[src/design/pds_pkg.sv]
// Shared types, constants and arithmetic helpers for the 2x2 pyramid downsampler.
// Used by pds_raster_ctrl, pds_line_store and pyramid_downsample_2x2; no dependencies.
`default_nettype none

package pds_pkg;

   localparam int DEFAULT_MAX_WIDTH  = 4096;
   localparam int DEFAULT_MAX_HEIGHT = 4096;
   localparam int RESET_DIM          = 4096;

   localparam int SAMPLE_W   = 16;
   localparam int PIXEL_W    = 4 * SAMPLE_W;
   localparam int CSR_DATA_W = 13;
   localparam int CSR_INDEX_W = 8;

   typedef enum logic [CSR_INDEX_W-1:0] {
      REG_IMAGE_WIDTH  = 8'd0,
      REG_IMAGE_HEIGHT = 8'd1
   } csr_reg_type;

   // red in the lowest bits, key in the highest
   typedef struct packed {
      logic [SAMPLE_W-1:0] key;
      logic [SAMPLE_W-1:0] blue;
      logic [SAMPLE_W-1:0] green;
      logic [SAMPLE_W-1:0] red;
   } pixel_type;

   // one line store entry: an even and an odd column of the same even row
   typedef struct packed {
      pixel_type odd;
      pixel_type even;
   } pixel_pair_type;

   // position of the next pixel as seen by the datapath
   typedef struct packed {
      logic row_odd;
      logic col_odd;
      logic at_last;
   } pos_type;

   function automatic logic [SAMPLE_W-1:0] mean4(input logic [SAMPLE_W-1:0] a,
                                                 input logic [SAMPLE_W-1:0] b,
                                                 input logic [SAMPLE_W-1:0] c,
                                                 input logic [SAMPLE_W-1:0] d);
      logic [SAMPLE_W+1:0] sum;
      sum = {2'b00, a} + {2'b00, b} + {2'b00, c} + {2'b00, d};
      return sum[SAMPLE_W+1:2];
   endfunction

   function automatic logic [SAMPLE_W-1:0] max4(input logic [SAMPLE_W-1:0] a,
                                                input logic [SAMPLE_W-1:0] b,
                                                input logic [SAMPLE_W-1:0] c,
                                                input logic [SAMPLE_W-1:0] d);
      logic [SAMPLE_W-1:0] m_ab;
      logic [SAMPLE_W-1:0] m_cd;
      m_ab = (a > b) ? a : b;
      m_cd = (c > d) ? c : d;
      return (m_ab > m_cd) ? m_ab : m_cd;
   endfunction

   function automatic pixel_type combine(input pixel_type a, input pixel_type b,
                                         input pixel_type c, input pixel_type d);
      pixel_type p;
      p.red   = mean4(a.red, b.red, c.red, d.red);
      p.green = mean4(a.green, b.green, c.green, d.green);
      p.blue  = mean4(a.blue, b.blue, c.blue, d.blue);
      p.key   = max4(a.key, b.key, c.key, d.key);
      return p;
   endfunction

endpackage

`default_nettype wire

[src/design/pds_raster_ctrl.sv]
// Raster position counters and frame size registers for the 2x2 pyramid downsampler.
// Depends on pds_pkg.
`default_nettype none

module pds_raster_ctrl
   import pds_pkg::*;
#(
   parameter int MAX_WIDTH  = DEFAULT_MAX_WIDTH,
   parameter int MAX_HEIGHT = DEFAULT_MAX_HEIGHT,
   localparam int COL_W = $clog2(MAX_WIDTH)
) (
   input  wire logic                   clock,
   input  wire logic                   reset,
   input  wire logic                   csr_write,
   input  wire logic [CSR_INDEX_W-1:0] csr_index,
   input  wire logic [CSR_DATA_W-1:0]  csr_wdata,
   input  wire logic                   advance,
   output      logic [COL_W-1:0]       col,
   output      pos_type                pos
);

   localparam int ROW_W  = $clog2(MAX_HEIGHT);
   localparam int WDIM_W = $clog2(MAX_WIDTH + 1);
   localparam int HDIM_W = $clog2(MAX_HEIGHT + 1);
   localparam int RESET_W = (RESET_DIM > MAX_WIDTH) ? MAX_WIDTH : RESET_DIM;
   localparam int RESET_H = (RESET_DIM > MAX_HEIGHT) ? MAX_HEIGHT : RESET_DIM;

   logic [WDIM_W-1:0] width_ff, width_in;
   logic [HDIM_W-1:0] height_ff, height_in;
   logic [COL_W-1:0]  col_ff, col_in;
   logic [ROW_W-1:0]  row_ff, row_in;
   logic              cfg_hit;
   logic              col_end, row_end;
   logic [WDIM_W-1:0] last_col;
   logic [HDIM_W-1:0] last_row;

   // decode writes; clamp into the supported range
   always_comb begin
      width_in  = width_ff;
      height_in = height_ff;
      cfg_hit   = 1'b0;
      if (csr_write) begin
         unique case (csr_reg_type'(csr_index))
            REG_IMAGE_WIDTH: begin
               cfg_hit = 1'b1;
               if (csr_wdata < CSR_DATA_W'(2)) begin
                  width_in = WDIM_W'(2);
               end else if (32'(csr_wdata) > MAX_WIDTH) begin
                  width_in = WDIM_W'(MAX_WIDTH);
               end else begin
                  width_in = WDIM_W'(csr_wdata);
               end
            end
            REG_IMAGE_HEIGHT: begin
               cfg_hit = 1'b1;
               if (csr_wdata < CSR_DATA_W'(2)) begin
                  height_in = HDIM_W'(2);
               end else if (32'(csr_wdata) > MAX_HEIGHT) begin
                  height_in = HDIM_W'(MAX_HEIGHT);
               end else begin
                  height_in = HDIM_W'(csr_wdata);
               end
            end
            default: cfg_hit = 1'b0;
         endcase
      end
   end

   assign col_end = (WDIM_W'(col_ff) == width_ff - WDIM_W'(1));
   assign row_end = (HDIM_W'(row_ff) == height_ff - HDIM_W'(1));

   always_comb begin
      col_in = col_ff;
      row_in = row_ff;
      if (cfg_hit) begin
         col_in = '0;
         row_in = '0;
      end else if (advance) begin
         if (col_end) begin
            col_in = '0;
            row_in = row_end ? '0 : row_ff + ROW_W'(1);
         end else begin
            col_in = col_ff + COL_W'(1);
         end
      end
   end

   always_ff @(posedge clock) begin
      if (reset) begin
         width_ff  <= WDIM_W'(RESET_W);
         height_ff <= HDIM_W'(RESET_H);
         col_ff    <= '0;
         row_ff    <= '0;
      end else begin
         width_ff  <= width_in;
         height_ff <= height_in;
         col_ff    <= col_in;
         row_ff    <= row_in;
      end
   end

   // last emitted block ends at the last even-aligned column and row
   assign last_col = (width_ff & ~WDIM_W'(1)) - WDIM_W'(1);
   assign last_row = (height_ff & ~HDIM_W'(1)) - HDIM_W'(1);

   assign col         = col_ff;
   assign pos.row_odd = row_ff[0];
   assign pos.col_odd = col_ff[0];
   assign pos.at_last = (WDIM_W'(col_ff) == last_col) && (HDIM_W'(row_ff) == last_row);

endmodule

`default_nettype wire

[config.mk]
export PLATFORM = sky130hd
export DESIGN_NAME = pds_raster_ctrl
export DESIGN_NICKNAME = d
export VERILOG_FILES = /design/src/design/pds_pkg.sv /design/src/design/pds_raster_ctrl.sv
export SDC_FILE = /design/constraint.sdc
export NUM_CORES = 1
export LEC_CHECK = 0
export BUFFER_PORTS_ARGS = -buffer_cell sky130_fd_sc_hd__clkbuf_2
export CORE_MARGIN = 4
export CORE_UTILIZATION = 64
export DETAILED_ROUTE_END_ITERATION = 16
export PLACE_DENSITY = 0.82
export SKIP_LAST_GASP = 1
export SLEW_MARGIN = 10
export SYNTH_ARGS = -nofsm -noshare
export SYNTH_HDL_FRONTEND = slang
export SYNTH_SLANG_ARGS = --single-unit
[constraint.sdc]
create_clock -name clock -period 6.8 [get_ports clock]
set_input_delay 1.36 -clock clock [delete_from_list [all_inputs] [get_ports clock]]
set_output_delay 1.36 -clock clock [all_outputs]
set_load 0.005 [all_outputs]
**Word level (Yosys, flattened, before mapping)**

Index checks and enable logic that the tools add are counted.

- Add/sub/neg operators: 6
- Magnitude comparators: 2
- Equal/unequal tests: 5
- Mux-type cells: 6
- Reduce and logical (&&, ||, !) cells: 7

Operator list:

| cell | count |
|---|---|
| $eq 12x13->1 | 4 |
| $sub 13x1->13 const B | 4 |
| $mux 13 | 2 |
| $add 12x1->12 const B | 2 |
| $mux 12 | 2 |
| $gt 13x13->1 const B | 1 |
| $lt 13x2->1 const B | 1 |
| $eq 8x1->1 const B | 1 |
| $logic_not 8->1 | 1 |
| $reduce_and 2->1 | 3 |
| $reduce_or 2->1 | 2 |
| $mux 1 | 2 |
| $logic_and 1x1->1 | 1 |

- Flip-flop bits (word level): 50
- Output and inout bits: 15
- Word-level logic and storage cells: 30

**Depth between registers and ports, before layout**

- Word-level depth: 5
- Mapped depth: 12

**Least setup slack after synthesis**

OpenSTA, ideal clock, no wires.

- Path kind: reg-to-output
- Start: register width_ff[3]
- End: output pos[0] (netlist name)
- Arrival time: 2.164 ns
- Required time: 5.440 ns
- Setup slack: 3.276 ns
- Cell stages (with the launch flop): 9
- Path through: dfxtp_1 buf_6 or4_4 or4_1 xor2_1 a21oi_1 and3_1 nand3_1 nor4_1

RTL lines:

| what | line | source |
|---|---|---|
| start, declared | pds_raster_ctrl.sv:28 | `logic [WDIM_W-1:0] width_ff, width_in;` |
| start signal, assigned | pds_raster_ctrl.sv:90 | `width_ff <= WDIM_W'(RESET_W);` |
| start signal, assigned | pds_raster_ctrl.sv:95 | `width_ff <= width_in;` |
| end, declared | pds_raster_ctrl.sv:19 | `output pos_type pos` |

==> metrics <==
clock latency on the worst-skew pair 0.30 ns; most frequent cell on the critical path inv_1; Max-slew headroom 0.486; largest net degree at the start of global routing 29; die area 7140 sq um; setup slack, reg-to-reg 3.53 ns; sequential cell area fraction in the yosys report 0.267; cells on worst reg2reg path 9; Antenna Cells 0; Ys Warns 0; H-tree levels 2; Slowest cell on crit path or4_1; synth unique cells 67; Hold Crit Class reg2reg; mean post-synth cell area 7.63 sq um; final WL 9590 um; # clock sinks 50; Layout area overhead 5.58%; crit path time final 4.32 ns; Top FF cell, synth dfxtp_1; Hold Crit Depth 1; Post-DP HPWL 7300 um; CP max FO 11; Congestion Overflow GR 0; asr flop ratio synth 0; Clock Path Buffers 2; Residual DRC 0; first-pass GRT wire length 15800 um; initial antenna violation count 0; Fmax 232 MHz; post-cts resize count 0; number of flops mapped to enable cells by yosys 0; Final Wtd Congestion 0.929; CTS Hold Bufs 0; Leak 1.61 nW; Core Util, Final 0.705; Reg clk slew, reported paths 0.09 ns; CP peak stage delay 0.50 ns; Pre-antenna DRT Iters 5; pre-CTS setup slack 2.90 ns; vias in the first global route 3356; routed vias/inst 6.27; Post-DP Area 3860 sq um; Critical Path Sink Type output port; hold violation count in the final report 0; Setup TNS 0 ns; Syn Inst Count 491; Pwr Density 129 nW/um^2; CTS tree built; final period utilization 0.635; Final #Nets 535; Final Max Tran Viols 0; final setup fails 0; Rows 27; CP cell instances inv_1 > ha_1 > inv_1 > or4_1 > xor2_1 > a21oi_1 > and3_1 > nand3_1 > nor4_1 > clkbuf_2; ANT nets after route 0; DR vias 3617; chip width 84.5 um; root buf cell clkbuf_8; post-DR wirelength/cell 16.6 um; Post-CTS Setup Bufs 0; CP arrival 2.96 ns; syn_nets 522; Ports 40; Initial Utilization 0.668; Placeable Area 5610 sq um; CTS buffer count 5; design area 3960 sq um; DRT iter0 DRCs 320; Tot GR Track Use 0.268; Setup crit start kind flop; Setup Skew 0.00340 ns; MaxCap Viol Count 0; WP data required 5.44 ns; status complete, no violations; unrepaired setup endpoints after global routing no; synthesized area 3750 sq um; Port-buffer cells 39; Slew @ Worst Pin 0.768 ns; Die Y 84.5 um; Worst VDD drop 0.112 mV; final worst setup slack 2.48 ns; synthesized flop and latch total 50; WS Path Type reg2out; fraction of layout cells with a size suffix above 1 0.133
## layout make-up
cell class	count	area, sq um
clock buffers	7	86.3
clock inverters	1	5.00
fillers	513	1650
inverters	19	71.3
multi-input cells	389	2510
flip-flops and latches	50	1000
well taps	72	90.1
repair buffers	39	195
## cells in the mapped netlist (3+ instances only)
cell,n,share of area
a21oi_1,39,0.052
a22o_1,8,0.019
a31oi_1,8,0.013
and3_1,12,0.020
buf_2,3,0.0040
buf_4,6,0.012
buf_6,3,0.0090
clkbuf_1,19,0.019
dfxtp_1,50,0.27
ha_1,6,0.020
inv_1,18,0.018
nand2_1,61,0.061
nand2b_1,5,0.0084
nand3_1,23,0.031
nand3b_1,7,0.014
nand4_1,11,0.018
nand4b_1,4,0.0094
nor2_1,32,0.032
nor2b_1,14,0.023
nor3_1,14,0.019
nor4_1,9,0.015
nor4_2,3,0.010
o21ai_0,11,0.015
o21ai_1,9,0.012
o31ai_1,3,0.0060
or2_2,4,0.0067
or3_1,6,0.010
or4_1,4,0.0080
xnor2_1,24,0.056
xor2_1,28,0.065
## path summary, 6_finish.rpt
kind,end,startpoint
min,row_ff[11],row_ff[11]
max reg2reg,row_ff[5],height_ff[2]
max,pos[0],width_ff[2]
min reg2reg,row_ff[11],row_ff[11]
## logic make-up (layout without fill, tap and decap cells)
family,Yosys count,after routing,synth area share
mux,5,5,0.0144
buf+inv,52,66,0.0651
fa+ha+maj,6,6,0.0200
simple gates,223,223,0.331
flops,50,50,0.267
compound gates,103,103,0.180
xor+xnor,52,52,0.122
## power by group
| part | internal, W | leakage, nW | total, W | switching [W] |
|---|---|---|---|---|
| combinational | 0.0000131 | 1.16 | 0.0000329 | 0.0000198 |
| sequential | 0.000294 | 0.403 | 0.000297 | 0.00000323 |
| clock | 0.0000823 | 0.0482 | 0.000179 | 0.0000963 |
## layer usage
layer	global-route usage	wire (um)
met1	0.365	4250
met2	0.447	4530
met3	0.0383	636
met4	0.0676	181
met5	0	0
## placed cells by master, fill, tap and decap left out, drive strengths merged, types with 2 or more instances in the layout
cell / n
a211o: 2
a211oi: 2
a21o: 2
a21oi: 39
a221oi: 2
a22o: 8
a31oi: 8
a41oi: 2
and3: 12
clkbuf: 46
clkinv: 2
dfxtp: 50
ha: 6
inv: 18
mux2: 3
mux2i: 2
nand2: 61
nand2b: 5
nand3: 23
nand3b: 8
nand4: 11
nand4b: 4
nor2: 32
nor2b: 14
nor3: 15
nor4: 13
nor4b: 3
nor4bb: 2
o21ai: 21
o21bai: 2
o31ai: 3
or2: 5
or3: 6
or4: 6
or4b: 2
xnor2: 24
xor2: 28
## registers in the layout (all words and copies together), names as in the netlist
name,count
col,12
row_ff,12
height_ff,13
width_ff,13
## per-stage QoR
stage | hold slack (ns) | cells | power [W]
2_1_floorplan | 0.453 | 491 | 0.000322
3_3_place_gp | 0.488 | 569 | 0.000335
3_5_place_dp | 0.499 | 569 | 0.000336
4_1_cts | 0.523 | 577 | 0.000510
5_1_grt | 0.551 | 577 | 0.000525
6_report | 0.521 | 577 | 0.000508
## critical path: cells and delay by family, from the launching register on
family          cells  cell delay, ns
compound gates      1            0.11
flops               1            0.39
xor+xnor            1            0.16
fa+ha+maj           1            0.40
simple gates        4            1.18
buf+inv             3            0.41
Power figures use the tool's default switching activity.
